`src/rtl/core/smc_pkg.sv`:
```
// ----------------------------------------------------------------------------
// smc_pkg
// Shared types and constants for the sleep minute classifier.
// ----------------------------------------------------------------------------
package smc_pkg;

    localparam int unsigned HOUR_W   = 5;
    localparam int unsigned MINUTE_W = 6;
    localparam int unsigned MAG_W    = 17;
    localparam int unsigned CNT_W    = 16;
    localparam int unsigned PHASE_W  = 6;

    // last second of a minute
    localparam logic [PHASE_W-1:0] PHASE_LAST = 6'd59;
    localparam logic [CNT_W-1:0]   CNT_MAX    = 16'hFFFF;

    typedef struct packed {
        logic [HOUR_W-1:0] window_start_hour;
        logic [HOUR_W-1:0] window_end_hour;
        logic [MAG_W-1:0]  motion_threshold;
        logic [CNT_W-1:0]  light_still_seconds;
        logic [CNT_W-1:0]  deep_still_seconds;
    } cfg_t;

    typedef struct packed {
        logic signed [15:0]  accel_x;
        logic signed [15:0]  accel_y;
        logic signed [15:0]  accel_z;
        logic [CNT_W-1:0]    step_total;
        logic [HOUR_W-1:0]   hour_of_day;
        logic [MINUTE_W-1:0] minute_of_hour;
        logic                is_charging;
        logic                is_worn;
    } sample_t;

    typedef struct packed {
        logic [MAG_W-1:0]   prev_magnitude;
        logic [CNT_W-1:0]   still_count;
        logic [CNT_W-1:0]   prev_steps;
        logic               moved_mark;
        logic [PHASE_W-1:0] second_phase;
        logic               armed_mark;
        logic [CNT_W-1:0]   deep_total;
        logic [CNT_W-1:0]   light_total;
    } state_t;

    // per-sample status from the update logic
    typedef struct packed {
        logic save_record;
        logic night_clear;
        logic counted;
    } status_t;

endpackage

```
`src/rtl/core/smc_step.sv`:
```
// ----------------------------------------------------------------------------
// smc_step
// Next-state logic for one accepted sample: stillness tracking, minute tick,
// nightly clear and sleep minute counting.
// ----------------------------------------------------------------------------
module smc_step
(
    input  smc_pkg::cfg_t    cfg,
    input  smc_pkg::sample_t sample,
    input  smc_pkg::state_t  state,
    output smc_pkg::state_t  state_next,
    output smc_pkg::status_t status
);
    import smc_pkg::*;

    logic signed [17:0] sum;
    logic [17:0]        abs_sum;
    logic [MAG_W-1:0]   mag;
    logic [MAG_W-1:0]   diff;
    logic [CNT_W-1:0]   still_upd;
    logic [PHASE_W-1:0] phase_upd;
    logic               active;
    logic               tick;
    logic               in_window;
    logic               walked;

    assign sum = 18'(sample.accel_x) + 18'(sample.accel_y) + 18'(sample.accel_z);
    assign abs_sum = sum[17] ? 18'(-sum) : 18'(sum);
    assign mag = abs_sum[MAG_W-1:0];
    assign diff = (mag > state.prev_magnitude) ? mag - state.prev_magnitude
                                               : state.prev_magnitude - mag;

    assign active = !sample.is_charging && sample.is_worn;
    assign tick = (state.second_phase == '0);
    assign in_window = (sample.hour_of_day >= cfg.window_start_hour)
                    || (sample.hour_of_day < cfg.window_end_hour);
    assign walked = (state.prev_steps < sample.step_total) && (state.prev_steps != '0);

    // saturating stillness count, compared after this sample's update
    assign still_upd = (diff >= cfg.motion_threshold) ? '0
                     : (state.still_count == CNT_MAX) ? CNT_MAX
                     : state.still_count + 1'b1;
    assign phase_upd = (state.second_phase >= PHASE_LAST) ? '0
                     : state.second_phase + 1'b1;

    always_comb
    begin
        state_next = state;
        status     = '0;
        if (active)
        begin
            state_next.still_count    = still_upd;
            state_next.prev_magnitude = mag;
            state_next.second_phase   = phase_upd;
            state_next.prev_steps     = sample.step_total;
            if (tick)
            begin
                if (walked || state.moved_mark)
                begin
                    state_next.moved_mark = !state.moved_mark || walked;
                end
                if (in_window)
                begin
                    if (sample.hour_of_day == cfg.window_start_hour
                        && sample.minute_of_hour == '0)
                    begin
                        if (state.armed_mark)
                        begin
                            state_next.armed_mark     = 1'b0;
                            state_next.prev_magnitude = '0;
                            state_next.still_count    = '0;
                            state_next.moved_mark     = 1'b0;
                            state_next.deep_total     = '0;
                            state_next.light_total    = '0;
                            state_next.second_phase   = PHASE_W'(1);
                            status.save_record        = 1'b1;
                            status.night_clear        = 1'b1;
                        end
                    end
                    else
                    begin
                        state_next.armed_mark = 1'b1;
                        if (state.prev_steps == sample.step_total
                            && still_upd >= cfg.light_still_seconds)
                        begin
                            if (still_upd >= cfg.deep_still_seconds)
                            begin
                                if (state.deep_total != CNT_MAX)
                                begin
                                    state_next.deep_total = state.deep_total + 1'b1;
                                end
                            end
                            else if (state.light_total != CNT_MAX)
                            begin
                                state_next.light_total = state.light_total + 1'b1;
                            end
                            status.save_record = 1'b1;
                            status.counted     = 1'b1;
                        end
                    end
                end
            end
        end
    end

endmodule

```
`src/rtl/core/sleep_minute_classifier.sv`:
```
// ----------------------------------------------------------------------------
// sleep_minute_classifier
// Counts deep and light sleep minutes inside a nightly window from
// one-per-second wrist sensor samples.
// ----------------------------------------------------------------------------
// Each sample transfer on the s_ stream carries three accelerometer axes, the
// running step count, the time of day and the charging and worn flags. The
// block takes one sample per clock while m_tready is high: the sample is
// captured in an input register, the whole update (magnitude, stillness
// count, minute tick, night window, totals) is one combinational pass in
// smc_step, and the result is registered for the m_ stream. The rate is set
// by the state update loop, which closes through the state register alone.
// Samples taken while charging or off the wrist leave all state alone and
// return save_record 0 with the current totals. A result waiting on m_tready
// holds the input register, and s_tready drops only when both registers are
// full and the output is stalled. The thresholds and window hours sit on an
// APB port (always ready) and are meant to be changed only while no sample is
// in flight.
// ----------------------------------------------------------------------------
module sleep_minute_classifier
(
    input  logic        clk,
    input  logic        rst_n,

    // stream in
    input  logic        s_tvalid,
    output logic        s_tready,
    // [15:0] accel_x, [31:16] accel_y, [47:32] accel_z, [63:48] step_total,
    // [68:64] hour_of_day, [74:69] minute_of_hour, [79:75] zero
    input  logic [79:0] s_tdata,
    // [0] is_charging, [1] is_worn
    input  logic [1:0]  s_tuser,

    // stream out
    output logic        m_tvalid,
    input  logic        m_tready,
    // [15:0] deep_minutes, [31:16] light_minutes
    output logic [31:0] m_tdata,
    // [0] save_record
    output logic        m_tuser,

    // APB configuration
    input  logic        psel,
    input  logic        penable,
    input  logic        pwrite,
    input  logic [4:0]  paddr,
    input  logic [31:0] pwdata,
    output logic [31:0] prdata,
    output logic        pready
);
    import smc_pkg::*;

    // register word indexes (byte address / 4)
    localparam logic [2:0] REG_WIN_START = 3'd0;
    localparam logic [2:0] REG_WIN_END   = 3'd1;
    localparam logic [2:0] REG_MOTION    = 3'd2;
    localparam logic [2:0] REG_LIGHT     = 3'd3;
    localparam logic [2:0] REG_DEEP      = 3'd4;

    localparam cfg_t CFG_RESET = '{
        window_start_hour:   5'd20,
        window_end_hour:     5'd8,
        motion_threshold:    17'd120,
        light_still_seconds: 16'd60,
        deep_still_seconds:  16'd600
    };

    cfg_t       cfg_reg;
    cfg_t       cfg_next;
    logic       cfg_write;
    logic [2:0] reg_index;

    sample_t    sample_reg;
    logic       in_valid_reg;
    logic       in_valid_next;
    logic       in_take;
    logic       advance;

    state_t     state_reg;
    state_t     state_next;
    status_t    status;

    logic       out_valid_reg;
    logic       out_valid_next;
    logic       save_reg;
    logic [CNT_W-1:0] deep_reg;
    logic [CNT_W-1:0] light_reg;

    // ------------------------------------------------------------------
    // APB: zero wait states, write on the access phase
    // ------------------------------------------------------------------
    assign pready    = 1'b1;
    assign reg_index = paddr[4:2];
    assign cfg_write = psel && penable && pwrite && pready;

    always_comb
    begin
        cfg_next = cfg_reg;
        if (cfg_write)
        begin
            unique case (reg_index)
                REG_WIN_START: cfg_next.window_start_hour   = pwdata[HOUR_W-1:0];
                REG_WIN_END:   cfg_next.window_end_hour     = pwdata[HOUR_W-1:0];
                REG_MOTION:    cfg_next.motion_threshold    = pwdata[MAG_W-1:0];
                REG_LIGHT:     cfg_next.light_still_seconds = pwdata[CNT_W-1:0];
                REG_DEEP:      cfg_next.deep_still_seconds  = pwdata[CNT_W-1:0];
                default:       cfg_next = cfg_reg;
            endcase
        end
    end

    always_comb
    begin
        unique case (reg_index)
            REG_WIN_START: prdata = 32'(cfg_reg.window_start_hour);
            REG_WIN_END:   prdata = 32'(cfg_reg.window_end_hour);
            REG_MOTION:    prdata = 32'(cfg_reg.motion_threshold);
            REG_LIGHT:     prdata = 32'(cfg_reg.light_still_seconds);
            REG_DEEP:      prdata = 32'(cfg_reg.deep_still_seconds);
            default:       prdata = '0;
        endcase
    end

    // ------------------------------------------------------------------
    // Handshake: input register feeds the result register each cycle the
    // result register is empty or being drained.
    // ------------------------------------------------------------------
    assign advance  = in_valid_reg && (!out_valid_reg || m_tready);
    assign s_tready = !in_valid_reg || advance;
    assign in_take  = s_tvalid && s_tready;

    assign in_valid_next  = in_take || (in_valid_reg && !advance);
    assign out_valid_next = advance || (out_valid_reg && !m_tready);

    // ------------------------------------------------------------------
    // Per-sample update
    // ------------------------------------------------------------------
    smc_step u_step
    (
        .cfg        (cfg_reg),
        .sample     (sample_reg),
        .state      (state_reg),
        .state_next (state_next),
        .status     (status)
    );

    // control and state
    always_ff @(posedge clk or negedge rst_n)
    begin
        if (!rst_n)
        begin
            cfg_reg       <= CFG_RESET;
            in_valid_reg  <= 1'b0;
            out_valid_reg <= 1'b0;
            state_reg     <= '0;
        end
        else
        begin
            cfg_reg       <= cfg_next;
            in_valid_reg  <= in_valid_next;
            out_valid_reg <= out_valid_next;
            if (advance)
            begin
                state_reg <= state_next;
            end
        end
    end

    // payload, no reset needed
    always_ff @(posedge clk)
    begin
        if (in_take)
        begin
            sample_reg.accel_x        <= s_tdata[15:0];
            sample_reg.accel_y        <= s_tdata[31:16];
            sample_reg.accel_z        <= s_tdata[47:32];
            sample_reg.step_total     <= s_tdata[63:48];
            sample_reg.hour_of_day    <= s_tdata[68:64];
            sample_reg.minute_of_hour <= s_tdata[74:69];
            sample_reg.is_charging    <= s_tuser[0];
            sample_reg.is_worn        <= s_tuser[1];
        end
        if (advance)
        begin
            save_reg  <= status.save_record;
            deep_reg  <= state_next.deep_total;
            light_reg <= state_next.light_total;
        end
    end

    assign m_tvalid = out_valid_reg;
    assign m_tdata  = {light_reg, deep_reg};
    assign m_tuser  = save_reg;

`ifndef SYNTHESIS
    // the seconds counter never leaves 0..59
    a_phase_range: assert property (@(posedge clk) disable iff (!rst_n)
        state_reg.second_phase <= PHASE_LAST)
        else $error("second_phase out of range");

    // a nightly clear leaves zero totals and a disarmed window
    a_clear_zero: assert property (@(posedge clk) disable iff (!rst_n)
        advance && status.night_clear |=>
            state_reg.deep_total == '0 && state_reg.light_total == '0
            && !state_reg.armed_mark && state_reg.second_phase == PHASE_W'(1))
        else $error("nightly clear did not reset totals");

    // totals only move down through a nightly clear
    a_totals_monotonic: assert property (@(posedge clk) disable iff (!rst_n)
        advance && !status.night_clear |=>
            state_reg.deep_total >= $past(state_reg.deep_total)
            && state_reg.light_total >= $past(state_reg.light_total))
        else $error("sleep totals decreased without a clear");

    // counting happens only on a minute tick
    a_count_on_tick: assert property (@(posedge clk) disable iff (!rst_n)
        advance && status.counted |-> state_reg.second_phase == '0)
        else $error("minute counted off the minute tick");

    // the registered result matches the state it was taken from
    a_result_matches: assert property (@(posedge clk) disable iff (!rst_n)
        advance |=> m_tvalid && m_tdata == {state_reg.light_total, state_reg.deep_total})
        else $error("result register out of step with totals");
`endif

endmodule

```
`config.mk`:
```
export PLATFORM = sky130hd
export DESIGN_NAME = sleep_minute_classifier
export DESIGN_NICKNAME = d
export VERILOG_FILES = /design/src/rtl/core/smc_pkg.sv /design/src/rtl/core/smc_step.sv /design/src/rtl/core/sleep_minute_classifier.sv
export SDC_FILE = /design/constraint.sdc
export NUM_CORES = 1
export LEC_CHECK = 0
export BUFFER_PORTS_ARGS = -buffer_cell sky130_fd_sc_hd__clkbuf_2
export CAP_MARGIN = 10
export CORE_ASPECT_RATIO = 0.6
export CORE_UTILIZATION = 55
export CTS_BUF_LIST = sky130_fd_sc_hd__clkbuf_8
export DETAILED_ROUTE_END_ITERATION = 12
export PLACE_DENSITY_LB_ADDON = 0.3
export RECOVER_POWER = 25
export SETUP_SLACK_MARGIN = 0.02
export SLEW_MARGIN = 20
export SYNTH_ARGS = -nofsm -noshare
export SYNTH_HDL_FRONTEND = slang
export SYNTH_HIERARCHICAL = 1
export SYNTH_SLANG_ARGS = --single-unit
export TNS_END_PERCENT = 10
```
`constraint.sdc`:
```
create_clock -name clk -period 10.7 [get_ports clk]
set_input_delay 1.605 -clock clk [delete_from_list [all_inputs] [get_ports clk]]
set_output_delay 1.605 -clock clk [all_outputs]
set_load 0.02 [all_outputs]
```
==> results <==
- The run finished, with violations left.
- The checks that failed: max-capacitance violations, max-slew violations.
- The total chip power is between 5 and 6 mW.
- The number of DRC violations after detailed-routing iteration 0 is 940.
- In this run the worst hold path is classified as reg2reg.
- The switching share of power is 0.415.
- Summed over all cells, the static leakage comes to 8.64 nW.
- The category of the worst setup path launch point is a flop.
- The placed cell area is 17800 sq um.
- The number of inserted diodes is 0.
- The setup skew after layout is between 40 and 50 ps.
- The deepest clock path buffer count is 3.
- Before antenna repair, the detailed router went through 5 iterations.
- The internal power is 3.14 mW.
- The fraction of layout instances using a drive strength above 1 is 0.284.
- The count of standard-cell rows is between 40 and 50.
- The HPWL after detailed placement is 27700 um.
- TritonCTS built the clock tree.
- The number of H-tree branching levels is 2.
- After the last flow step, the layout net total stands at just under 2k.
- Entering global routing, the biggest net connects 93 pins.
- The leftover overflow at the end of global routing is 0.
- The slowest stage cell on the critical path is sky130_fd_sc_hd__fa_1.
- Synthesis handed over a netlist of 1489 instances.
- The relative contribution of sequential cells to total power is 0.243.
- The worst register-to-register path has a setup slack of 360 ps.
- The reported max-cap violation count is 1.
- The max-slew violation total from the final report came to 93.
- Detailed routing placed a total of around 16000 um of wire on met2.
- The top cell types in the final layout, fill and taps aside, are sky130_fd_sc_hd__inv_1 (155), sky130_fd_sc_hd__mux2_2 (149), sky130_fd_sc_hd__clkbuf_2 (148), sky130_fd_sc_hd__dfrtp_1 (134), sky130_fd_sc_hd__ha_1 (127).
- The relative contribution of combinational cells to total power is 0.600.
- Clock latency on the worst-skew pair, taken at its later pin, is between 500 and 600 ps.
- By instance count, the cell type seen most on the critical path is sky130_fd_sc_hd__buf_4.
- The count of buffers added on input and output ports is 155.
- The top metal layer carrying routed signals is met4.
- Leaving out fill and tap cells, the most frequent cell in the layout is sky130_fd_sc_hd__inv_1.
- Across all layers, the routed design uses 12.1k vias.
- The worst endpoint required time is 11130 ps.
- The height of the die is 135 um.
- The largest single stage delay on the critical path is ~530 ps.
- The number of endpoints with negative hold slack in the final report is 0.
- The total of endpoints with negative setup slack in the final report is 0.
- STA puts the critical path data arrival time at 10770 ps.
- The clock-pin transition on the worst setup and hold timing paths is 60 ps.
- The total detailed-routing wirelength is 38000 um.
- The register with the most flip-flops in the layout has 88 of them.
- The switching power of the nets is 2.23 mW.
- In the final routed layout, each cell accounts on average for between 15 and 20 um.
- After the flow finishes, the layout carries non-filler instances totaling 2124.
- The number of remaining DRC errors is 0.
- Counting every sink on the clock net gives 259.
- The number of instances in the placed design is 2047.
- The total area inside the core boundary comes to ~29000 sq um.
- The die area is 30400 sq um.
- The critical-path maximum fanout is 9.
- The first global-routing pass estimated 60400 um of wire.
- From left edge to right edge, the die measures 224 um.
- The initial antenna violation count is 0.
- The cell area after technology mapping is 16300 sq um.
- For this block, wires on met1 add up to around 19000 um.
- The area growth from synthesis to layout is 14.8%.
- Once detail routing completed, the nets flagged for antenna violations numbered 0.
- The via count of the first global-routing pass was 11.5k.
- For the pin with the worst max-slew slack, the measured transition is 5130 ps.
- CTS placed an instance of sky130_fd_sc_hd__clkbuf_8 at the clock tree root.
- The post-route fraction of the period consumed by the critical path is 0.967.
- The yosys synthesis warning count is 6.
- The critical setup path kind is reg2reg.
- The finished cells cover about 19000 sq um.
- The average vias per placed instance is 5.68.
- The relative contribution of the clock network to total power is 0.157.
- The number of top-level pins is about 190.
- The final estimated routing congestion in global placement is just over 0.9.
- The total clock buffers created by CTS is 41.
- Across every metal layer, demand over resource in global routing totals 0.251.
- For this run, the top clock speed supported by timing is 0.0967 GHz.
- The worst setup path is captured at a flop.
- The detailed-routed wire length on met3 is 2490 um.
- IR analysis of the VDD net gives a maximum drop of ~0.00023 V.
- The initial core utilization is 0.564.
- After filler insertion, the fill cell instance count of the layout stands at ~2.3k.
- The routed design could run at a clock period as short as just over 10000 ps.
- The average cell area after synthesis is 11.0 sq um.
- For this design the ratio of total power to cell area is 286 nW/um^2.
- In this run the tightest slew margin relative to its limit is -2.42.
-- layout make-up --
cell class | instances | area, sq um | share of cell area
Sequential cell | 259 | 7050 | 0.376
Tap cell | 400 | 500 | 0.0267
Timing Repair Buffer | 219 | 1260 | 0.0672
Inverter | 144 | 544 | 0.0290
Clock buffer | 48 | 661 | 0.0352
Multi-Input combinational cell | 1028 | 8590 | 0.458
Clock inverter | 26 | 143 | 0.00761
-- power by group through the flow --
stage	Sequential [mW]	Combinational, mW	Clock, mW
4_1_cts	1.30	3.10	0.867
3_3_place_gp	1.31	2.99	0
6_report	1.31	3.22	0.840
3_5_place_dp	1.32	3.08	0
2_1_floorplan	1.30	2.14	0
5_1_grt	1.33	3.59	0.908
-- path summary, 6_finish.rpt --
kind / cells past startpoint / from / to
max in group asynchronous: 1 / rst_n / state_reg[0]
worst min-delay path: 1 / state_reg[40] / state_reg[40]
worst max register to register: 45 / sample_reg[30] / state_reg[3]
worst max-delay path: 45 / sample_reg[30] / state_reg[3]
worst min register to register: 1 / state_reg[40] / state_reg[40]
min in group asynchronous: 1 / rst_n / cfg_reg[51]
-- per-layer routing --
metal  GRT usage  up-vias
li1            -     5799
met1       0.388     5856
met2       0.364      359
met3      0.0499       42
met4      0.0506        0
met5           0        -
-- worst max-delay path, delay by kind of cell, from the launching register on --
| family | cells | cell delay [ps] |
|---|---|---|
| AO/OA/AOI/OAI | 18 | 3970 |
| adder cells (fa/ha/maj) | 6 | 1940 |
| AND/OR/NAND/NOR | 8 | 1610 |
| buffers and inverters | 8 | 1180 |
| multiplexers | 3 | 690 |
| XOR/XNOR | 2 | 460 |
| flip-flops | 1 | 320 |
-- what timing repair did --
action                                  4_1_cts  5_1_grt
hold buffers                                  0        0
setup buffers                                 0        3
endpoints found under the setup margin        0       65
resized for setup                             0       35
hold endpoints to repair                      0        0
-- metrics by stage --
step / utilization / setup TNS, ps / hold WS, ps / worst slack, ps
detailed placement: 0.613 / 0 / 510 / 99.0
global route: 0.648 / -595 / 545 / -83.5
global placement: 0.613 / 0 / 487 / 188
CTS: 0.641 / 0 / 525 / 71.3
finish: 0.648 / 0 / 523 / 357
floorplan: - / 0 / 457 / 809
Note: power is estimated with default switching activity, not from simulation.
